==> src/design/sha1md_pkg.sv <==
// Shared types and constants for the SHA-1 message digest core.
// No dependencies; imported by the controller, datapath and top level.
`timescale 1ns / 1ps

package sha1md_pkg;

  localparam int unsigned CountW = 61;

  localparam logic [31:0] H0 = 32'h67452301;
  localparam logic [31:0] H1 = 32'hEFCDAB89;
  localparam logic [31:0] H2 = 32'h98BADCFE;
  localparam logic [31:0] H3 = 32'h10325476;
  localparam logic [31:0] H4 = 32'hC3D2E1F0;

  localparam logic [31:0] K0 = 32'h5A827999;
  localparam logic [31:0] K1 = 32'h6ED9EBA1;
  localparam logic [31:0] K2 = 32'h8F1BBCDC;
  localparam logic [31:0] K3 = 32'hCA62C1D6;

  localparam logic [7:0]        PAD_BYTE    = 8'h80;
  localparam logic [CountW-1:0] COUNT_MAX   = {CountW{1'b1}};
  localparam logic [5:0]        BLOCK_LAST  = 6'd63;
  localparam logic [5:0]        LEN_POS     = 6'd56;
  localparam logic [6:0]        ROUND_LAST  = 7'd79;
  localparam logic [6:0]        ROUND_P1    = 7'd20;
  localparam logic [6:0]        ROUND_P2    = 7'd40;
  localparam logic [6:0]        ROUND_P3    = 7'd60;
  localparam logic [4:0]        DIGEST_LAST = 5'd19;

  typedef enum logic [4:0] {
    S_IDLE  = 5'b00001,
    S_PAD   = 5'b00010,
    S_ROUND = 5'b00100,
    S_ADD   = 5'b01000,
    S_OUT   = 5'b10000
  } state_e;

  typedef enum logic [1:0] {
    SEL_DATA = 2'd0,
    SEL_PAD  = 2'd1,
    SEL_ZERO = 2'd2,
    SEL_LEN  = 2'd3
  } byte_sel_e;

  typedef enum logic [1:0] {
    PH_CH  = 2'd0,
    PH_XOR = 2'd1,
    PH_MAJ = 2'd2,
    PH_PAR = 2'd3
  } phase_e;

  typedef struct packed {
    logic      shift_en;
    byte_sel_e byte_sel;
    logic      count_inc;
    logic      load_work;
    logic      do_round;
    phase_e    phase;
    logic      add_chain;
    logic      out_shift;
    logic      msg_done;
  } sha1md_cmd_t;

  typedef struct packed {
    logic [5:0] pos;
    logic       count_sat;
  } sha1md_sts_t;

endpackage

==> src/design/sha1md_ctrl.sv <==
// Sequencer for the SHA-1 core: byte intake, padding, rounds, digest output.
// Depends on sha1md_pkg; drives the datapath through sha1md_cmd_t.
`timescale 1ns / 1ps

module sha1md_ctrl
  import sha1md_pkg::*;
(
  input  logic        clk_i,
  input  logic        rst_ni,
  input  logic        in_valid_i,
  input  logic        has_byte_i,
  input  logic        end_of_message_i,
  output logic        in_stall_o,
  output logic        out_valid_o,
  input  logic        out_stall_i,
  output logic        digest_last_o,
  input  sha1md_sts_t sts_i,
  output sha1md_cmd_t cmd_o
);

  state_e     state_q, state_d;
  logic [6:0] round_q, round_d;
  logic [4:0] cnt_q, cnt_d;
  logic       pad_first_q, pad_first_d;
  logic       len_blk_q, len_blk_d;
  logic       padding_q, padding_d;
  logic       eom_pend_q, eom_pend_d;

  always_comb begin
    state_d     = state_q;
    round_d     = round_q;
    cnt_d       = cnt_q;
    pad_first_d = pad_first_q;
    len_blk_d   = len_blk_q;
    padding_d   = padding_q;
    eom_pend_d  = eom_pend_q;
    cmd_o       = '0;
    cmd_o.byte_sel = SEL_DATA;

    priority if (round_q < ROUND_P1) begin
      cmd_o.phase = PH_CH;
    end else if (round_q < ROUND_P2) begin
      cmd_o.phase = PH_XOR;
    end else if (round_q < ROUND_P3) begin
      cmd_o.phase = PH_MAJ;
    end else begin
      cmd_o.phase = PH_PAR;
    end

    unique case (state_q)
      S_IDLE: begin
        if (in_valid_i) begin
          if (has_byte_i && !sts_i.count_sat) begin
            cmd_o.shift_en  = 1'b1;
            cmd_o.count_inc = 1'b1;
            if (sts_i.pos == BLOCK_LAST) begin
              cmd_o.load_work = 1'b1;
              eom_pend_d      = end_of_message_i;
              round_d         = '0;
              state_d         = S_ROUND;
            end else if (end_of_message_i) begin
              pad_first_d = 1'b1;
              padding_d   = 1'b1;
              state_d     = S_PAD;
            end
          end else if (end_of_message_i) begin
            pad_first_d = 1'b1;
            padding_d   = 1'b1;
            state_d     = S_PAD;
          end
        end
      end
      S_PAD: begin
        cmd_o.shift_en = 1'b1;
        if (pad_first_q) begin
          cmd_o.byte_sel = SEL_PAD;
          pad_first_d    = 1'b0;
          len_blk_d      = (sts_i.pos < LEN_POS);
        end else if (len_blk_q && (sts_i.pos >= LEN_POS)) begin
          cmd_o.byte_sel = SEL_LEN;
        end else begin
          cmd_o.byte_sel = SEL_ZERO;
        end
        if (sts_i.pos == BLOCK_LAST) begin
          cmd_o.load_work = 1'b1;
          round_d         = '0;
          state_d         = S_ROUND;
        end
      end
      S_ROUND: begin
        cmd_o.do_round = 1'b1;
        round_d        = round_q + 7'd1;
        if (round_q == ROUND_LAST) begin
          state_d = S_ADD;
        end
      end
      S_ADD: begin
        cmd_o.add_chain = 1'b1;
        if (padding_q) begin
          if (len_blk_q) begin
            padding_d = 1'b0;
            cnt_d     = '0;
            state_d   = S_OUT;
          end else begin
            len_blk_d = 1'b1;
            state_d   = S_PAD;
          end
        end else if (eom_pend_q) begin
          eom_pend_d  = 1'b0;
          pad_first_d = 1'b1;
          padding_d   = 1'b1;
          state_d     = S_PAD;
        end else begin
          state_d = S_IDLE;
        end
      end
      S_OUT: begin
        if (!out_stall_i) begin
          cmd_o.out_shift = 1'b1;
          if (cnt_q == DIGEST_LAST) begin
            cmd_o.msg_done = 1'b1;
            cnt_d          = '0;
            state_d        = S_IDLE;
          end else begin
            cnt_d = cnt_q + 5'd1;
          end
        end
      end
      default: begin
        state_d = S_IDLE;
      end
    endcase
  end

  always_ff @(posedge clk_i or negedge rst_ni) begin
    if (!rst_ni) begin
      state_q     <= S_IDLE;
      round_q     <= '0;
      cnt_q       <= '0;
      pad_first_q <= 1'b0;
      len_blk_q   <= 1'b0;
      padding_q   <= 1'b0;
      eom_pend_q  <= 1'b0;
    end else begin
      state_q     <= state_d;
      round_q     <= round_d;
      cnt_q       <= cnt_d;
      pad_first_q <= pad_first_d;
      len_blk_q   <= len_blk_d;
      padding_q   <= padding_d;
      eom_pend_q  <= eom_pend_d;
    end
  end

  assign in_stall_o    = (state_q != S_IDLE);
  assign out_valid_o   = (state_q == S_OUT);
  assign digest_last_o = (state_q == S_OUT) && (cnt_q == DIGEST_LAST);

endmodule

==> src/design/sha1md_dp.sv <==
// Datapath of the SHA-1 core: block shift register with schedule window,
// round registers, chaining state and message length. Depends on sha1md_pkg.
`timescale 1ns / 1ps

module sha1md_dp
  import sha1md_pkg::*;
(
  input  logic        clk_i,
  input  logic        rst_ni,
  input  logic [7:0]  data_byte_i,
  input  sha1md_cmd_t cmd_i,
  output sha1md_sts_t sts_o,
  output logic [7:0]  digest_byte_o
);

  logic [31:0]       blk_q [16];
  logic [31:0]       chain_q [5];
  logic [31:0]       a_q, b_q, c_q, d_q, e_q;
  logic [CountW-1:0] count_q;
  logic [5:0]        pos_q;

  logic [63:0] len_bits;
  logic [7:0]  len_byte;
  logic [7:0]  in_byte;
  logic [31:0] w_new;
  logic [31:0] f_val;
  logic [31:0] k_val;
  logic [31:0] t_val;

  assign len_bits = {count_q, 3'b000};
  assign len_byte = len_bits[{~pos_q[2:0], 3'b000} +: 8];

  always_comb begin
    unique case (cmd_i.byte_sel)
      SEL_DATA: in_byte = data_byte_i;
      SEL_PAD:  in_byte = PAD_BYTE;
      SEL_ZERO: in_byte = 8'h00;
      SEL_LEN:  in_byte = len_byte;
      default:  in_byte = 8'h00;
    endcase
  end

  assign w_new = {blk_q[13] ^ blk_q[8] ^ blk_q[2] ^ blk_q[0]} << 1
               | {31'd0, (blk_q[13][31] ^ blk_q[8][31] ^ blk_q[2][31] ^ blk_q[0][31])};

  always_comb begin
    unique case (cmd_i.phase)
      PH_CH: begin
        f_val = (b_q & c_q) | (~b_q & d_q);
        k_val = K0;
      end
      PH_XOR: begin
        f_val = b_q ^ c_q ^ d_q;
        k_val = K1;
      end
      PH_MAJ: begin
        f_val = (b_q & c_q) | (b_q & d_q) | (c_q & d_q);
        k_val = K2;
      end
      PH_PAR: begin
        f_val = b_q ^ c_q ^ d_q;
        k_val = K3;
      end
      default: begin
        f_val = b_q ^ c_q ^ d_q;
        k_val = K3;
      end
    endcase
  end

  assign t_val = {a_q[26:0], a_q[31:27]} + f_val + e_q + k_val + blk_q[0];

  always_ff @(posedge clk_i) begin
    if (cmd_i.shift_en) begin
      for (int i = 0; i < 15; i++) begin
        blk_q[i] <= {blk_q[i][23:0], blk_q[i+1][31:24]};
      end
      blk_q[15] <= {blk_q[15][23:0], in_byte};
    end else if (cmd_i.do_round) begin
      for (int i = 0; i < 15; i++) begin
        blk_q[i] <= blk_q[i+1];
      end
      blk_q[15] <= w_new;
    end
  end

  always_ff @(posedge clk_i) begin
    if (cmd_i.load_work) begin
      a_q <= chain_q[0];
      b_q <= chain_q[1];
      c_q <= chain_q[2];
      d_q <= chain_q[3];
      e_q <= chain_q[4];
    end else if (cmd_i.do_round) begin
      a_q <= t_val;
      b_q <= a_q;
      c_q <= {b_q[1:0], b_q[31:2]};
      d_q <= c_q;
      e_q <= d_q;
    end
  end

  always_ff @(posedge clk_i or negedge rst_ni) begin
    if (!rst_ni) begin
      chain_q[0] <= H0;
      chain_q[1] <= H1;
      chain_q[2] <= H2;
      chain_q[3] <= H3;
      chain_q[4] <= H4;
    end else if (cmd_i.msg_done) begin
      chain_q[0] <= H0;
      chain_q[1] <= H1;
      chain_q[2] <= H2;
      chain_q[3] <= H3;
      chain_q[4] <= H4;
    end else if (cmd_i.add_chain) begin
      chain_q[0] <= chain_q[0] + a_q;
      chain_q[1] <= chain_q[1] + b_q;
      chain_q[2] <= chain_q[2] + c_q;
      chain_q[3] <= chain_q[3] + d_q;
      chain_q[4] <= chain_q[4] + e_q;
    end else if (cmd_i.out_shift) begin
      for (int i = 0; i < 4; i++) begin
        chain_q[i] <= {chain_q[i][23:0], chain_q[i+1][31:24]};
      end
      chain_q[4] <= {chain_q[4][23:0], 8'h00};
    end
  end

  always_ff @(posedge clk_i or negedge rst_ni) begin
    if (!rst_ni) begin
      count_q <= '0;
      pos_q   <= '0;
    end else if (cmd_i.msg_done) begin
      count_q <= '0;
      pos_q   <= '0;
    end else begin
      if (cmd_i.count_inc) begin
        count_q <= count_q + {{(CountW-1){1'b0}}, 1'b1};
      end
      if (cmd_i.shift_en) begin
        pos_q <= pos_q + 6'd1;
      end
    end
  end

  assign sts_o.pos       = pos_q;
  assign sts_o.count_sat = (count_q == COUNT_MAX);
  assign digest_byte_o   = chain_q[0][31:24];

endmodule

==> src/design/sha1_message_digest_core.sv <==
// Top level of the SHA-1 message digest core.
// Depends on sha1md_pkg, sha1md_ctrl and sha1md_dp.
`timescale 1ns / 1ps

// SHA-1 over a byte stream. Each input transaction carries an optional
// message byte (has_byte_i) and an end mark; at the end mark the core pads
// the message and returns the 20 digest bytes, most significant first, with
// digest_last_o on the final one, then restarts from the initial chain.
// A byte that does not complete a 64-byte block is just shifted in; one that
// completes it starts the 80 rounds, one per cycle in a single round unit
// with input stalled, then a fold into the chain. At the end mark, padding
// shifts one byte per cycle into the block (plus a block if the length does
// not fit), each padded block runs rounds and fold, and the digest leaves at
// one byte per cycle while out_stall_i is low. Input stalls from the end mark
// until the last digest byte is taken. Messages over 2^61-1 bytes saturate.
module sha1_message_digest_core
  import sha1md_pkg::*;
(
  input  logic       clk_i,
  input  logic       rst_ni,
  input  logic       in_valid_i,
  output logic       in_stall_o,
  input  logic [7:0] data_byte_i,
  input  logic       has_byte_i,
  input  logic       end_of_message_i,
  output logic       out_valid_o,
  input  logic       out_stall_i,
  output logic [7:0] digest_byte_o,
  output logic       digest_last_o
);

  sha1md_cmd_t cmd;
  sha1md_sts_t sts;

  sha1md_ctrl u_ctrl (
    .clk_i            (clk_i),
    .rst_ni           (rst_ni),
    .in_valid_i       (in_valid_i),
    .has_byte_i       (has_byte_i),
    .end_of_message_i (end_of_message_i),
    .in_stall_o       (in_stall_o),
    .out_valid_o      (out_valid_o),
    .out_stall_i      (out_stall_i),
    .digest_last_o    (digest_last_o),
    .sts_i            (sts),
    .cmd_o            (cmd)
  );

  sha1md_dp u_dp (
    .clk_i         (clk_i),
    .rst_ni        (rst_ni),
    .data_byte_i   (data_byte_i),
    .cmd_i         (cmd),
    .sts_o         (sts),
    .digest_byte_o (digest_byte_o)
  );

endmodule

==> config.mk <==
export PLATFORM = sky130hd
export DESIGN_NAME = sha1_message_digest_core
export DESIGN_NICKNAME = d
export VERILOG_FILES = /design/src/design/sha1md_pkg.sv /design/src/design/sha1md_ctrl.sv /design/src/design/sha1md_dp.sv /design/src/design/sha1_message_digest_core.sv
export SDC_FILE = /design/constraint.sdc
export NUM_CORES = 2
export LEC_CHECK = 0
export BUFFER_PORTS_ARGS = -buffer_cell sky130_fd_sc_hd__buf_2
export CORE_AREA = 8 8 326 328
export CTS_CLUSTER_SIZE = 28
export DETAILED_ROUTE_END_ITERATION = 12
export DIE_AREA = 0 0 334 336
export PLACE_DENSITY = 0.7
export SETUP_SLACK_MARGIN = 0.05
export SYNTH_ARGS = -nofsm -noshare
export SYNTH_HDL_FRONTEND = slang
export SYNTH_HIERARCHICAL = 1
export SYNTH_SLANG_ARGS = --single-unit
==> constraint.sdc <==
create_clock -name clk_i -period 18.5 [get_ports clk_i]
set_input_delay 0.925 -clock clk_i [delete_from_list [all_inputs] [get_ports clk_i]]
set_output_delay 0.925 -clock clk_i [all_outputs]
set_load 0.01 [all_outputs]
==> results.cfg <==
[synthesis]
netlist_area_sq_um = 54960
avgSynthCellArea_sq_um = 11.83
yosys.area.top_type_share_pct = 36.71
synth.yosys.seq_area_share_pct = 48.19
synthTopCellsByArea = edfxtp_1, mux2_2, dfrtp_1
synth.yosys.warnings = 6
postSynthCellCount = 4648
synth_edf_count = 672
async_flop_share_pct = 26.96
synthFlopType = edfxtp_1
synth_cell_types = 101
synth_fp_nets = 4988
synth_top_cell_by_area = edfxtp_1
synth-seq-cells = 920

[floorplan]
io_pins = 25
fp-row-count = 117
dieWidth_microns = 334
coreArea_sq_um = 101000
dieArea_sq_um = 112200
die_h_microns = 336
start_util_pct = 54.41

[clock_network]
cts_buffers = 99
root_buffer = clkbuf_16
cts_resized = 0
postCtsSetupBuffers = 0
cts.clk_slew.worst_paths_ns = 0.07
cts_tree = done
ctsLongestPathBuffers = 3
cts_hold_buf = 0
clock_latency_ns = 0.69
ctsHtreeMaxLevel = 3
cts_sinks = 920

[setup_path]
reg2reg_from = u_ctrl/round_q[5]
critPathKind = reg -> reg
cp.required_ns = 18.94
worstSetupEndpointType = register
rrSetupSlack_ns = 11.39
r2r-end = u_dp/a_q[27]
ff2ff_path_depth = 25
cpPeakStageDelay_ns = 0.50
slowest_stage = fa_1
arrival_ns = 7.55
critPathLaunchType = register
worst-path-max-fanout = 32

[timing]
clock.fmax_mhz = 140.6
slew_headroom_pct = 21.14
final.setup.tns_ns = 0
finalMaxSlewViolations = 0
fin_crit_sh_pct = 38.44
setup_viol = 0
max_slew.worst_pin.slew_ns = 1.183
skew_ns = 0.02516
final.min_clock_period_ns = 7.111
report.final.hold_viol_count = 0
rsz0062_at_grt = no

[route]
drc = 0
vias_per_cell = 6.123
detail-route-antenna-nets = 0
first_iter_violations = 3485
post_drt_wl_per_cell_microns = 24.19
dr.pass1.iters = 6
route.vias.total = 36740
routed_wirelength_microns = 145200

[power_and_ir_drop]
pwr_density_cell_nw_per_um2 = 207.7
max-vdd-ir-drop_uv = 179.7
leakagePower_nw = 22.13
power_w = 0.01235

[cells_and_area]
fin_nets = 4942
fillCellCount = 8240
syn2layout_area_growth_pct = 8.220
drive_gt1_share_pct = 20.59

[grt]
grt_pass1_wl_microns = 221100
grt_use_total_pct = 25.42
grt_pass1_vias = 35890
grt_max_degree = 198
grt_antenna_before_repair = 5
grt_overflow = 0

[placed_design]
port_buffers = 24
globalplace.congestion = 0.9573
post-dp-hpwl_microns = 103700

[hold_path]
hold_class = in -> async

[flow_run]
drv_cap = 0

[run_status]
outcome = finished clean
[layout by cell type, fill, tap and decap left out, drive strengths merged, types with 22 or more instances in the layout]
cell / netlist / final
edfxtp: 672 / 672
mux2: 607 / 607
nand2: 324 / 324
o21ai: 286 / 286
inv: 277 / 278
nor2: 227 / 227
a21oi: 202 / 202
ha: 201 / 201
xnor2: 195 / 195
dfrtp: 167 / 167
clkbuf: 169 / 138
fa: 125 / 125
mux2i: 120 / 120
xor2: 100 / 100
a211oi: 89 / 89
dfstp: 81 / 81
nand3: 78 / 78
a21o: 73 / 73
buf: 38 / 60
nor3: 48 / 48
nor2b: 46 / 46
o211ai: 42 / 42
nand4: 37 / 37
nand2b: 35 / 35
a221o: 32 / 32
clkinv: 1 / 32
and3: 30 / 30
o21a: 29 / 29
or3: 27 / 27
o22ai: 23 / 23
o31ai: 22 / 22
[stage by stage]
step                      hold WS [ns]  util, %  std cells  cell area (sq um)  setup WS, ns
after floorplan                 0.4787        -       4648              54960         9.453
after detailed placement        0.5049    55.71       5810              56270         11.47
after CTS                       0.2196    58.87       5995              59470         11.47
final                           0.2309    58.89       6001              59480         11.39
after global placement          0.5014    55.71       5810              56270         11.56
after global routing            0.2542    58.88       5999              59480         11.08
[where the power goes]
group          switching [W]  total [W]  internal, W
clock               0.000850    0.00197      0.00112
sequential          0.000662    0.00412      0.00345
combinational        0.00350    0.00626      0.00276
total                0.00501     0.0124      0.00734
[how the worst max path moves through the flow]
stage | from | end | slack [ns]
final | u_ctrl/round_q[5] | u_dp/a_q[27] | 11.39
after global routing | u_ctrl/round_q[5] | u_dp/a_q[27] | 11.08
after CTS | u_ctrl/round_q[5] | u_dp/a_q[27] | 11.47
after detailed placement | u_ctrl/round_q[5] | u_dp/a_q[27] | 11.47
after global placement | u_ctrl/round_q[5] | u_dp/a_q[27] | 11.56
after floorplan | u_dp/count_q[36] | u_dp/blk_q[0][0] | 9.45
[registers in the layout, summed over array words and instances (netlist names), 8 cells and up]
register            flops
u_dp/c_q               32
u_dp/count_q           61
u_dp/b_q               32
u_dp/chain_q          152
u_dp/d_q               32
u_dp/digest_byte_o      8
u_dp/e_q               32
u_dp/blk_q            512
u_dp/a_q               32
[kinds of logic after synthesis]
logic type | after synthesis | synth area share (%)
AOI/OAI and AO/OA | 956 | 11.36
and+or+nand+nor | 925 | 8.027
DFF | 920 | 48.19
muxes | 740 | 15.15
buffers and inverters | 485 | 3.421
adders and majority gates | 327 | 9.147
xor gates and xnor gates | 295 | 4.701
[critical path: cells and delay by family, from the launching register on]
| kind | cells | cell delay, ns |
|---|---|---|
| compound gates | 10 | 2.89 |
| fa+ha+maj | 7 | 2.65 |
| buf+inv | 5 | 0.54 |
| flops | 1 | 0.40 |
| simple gates | 3 | 0.37 |
[Yosys cell counts (all sizes together) (8+ instances only)]
cell     count
a21boi       8
dfrtp      167
a221o       32
nor4        11
nor2       227
or2         11
a2111oi     12
a211o       13
nand3       78
xnor2      195
a21o        73
dfstp       81
o21ai      286
mux2       607
or3         27
o31ai       22
o21a        29
a21oi      202
edfxtp     672
nand2b      35
fa         125
and2        19
o21bai      17
o211ai      42
o22ai       23
and3        30
a31oi       17
nor2b       46
clkbuf     169
xor2       100
inv        277
ha         201
a221oi       8
nand4       37
nand2      324
nor3        48
mux2i      120
buf         38
a22oi       15
mux4        13
a211oi      89
nor3b        9
[layout make-up]
class	instances	area (sq um)	area share, %
inverters	278	1047	1.761
clock inverters	47	456.7	0.7678
well taps	1309	1638	2.754
clock buffers	138	2736	4.600
flip-flops and latches	920	26490	44.53
multi-input cells	3243	26640	44.78
diodes	6	15.01	0.02524
repair buffers	60	462.9	0.7783
[metal layers]
layer | vias to the layer above | share of wire [%] | routed length (microns) | track usage [%]
li1 | 17020 | - | - | -
met1 | 18160 | 43 | 62250 | 34.97
met2 | 1304 | 46 | 66060 | 40.01
met3 | 263 | 6.7 | 9666 | 3.764
met4 | 0 | 5.0 | 7189 | 11.58
met5 | - | 0 | 0 | 0
No activity file was read; power rests on OpenSTA's default activity.
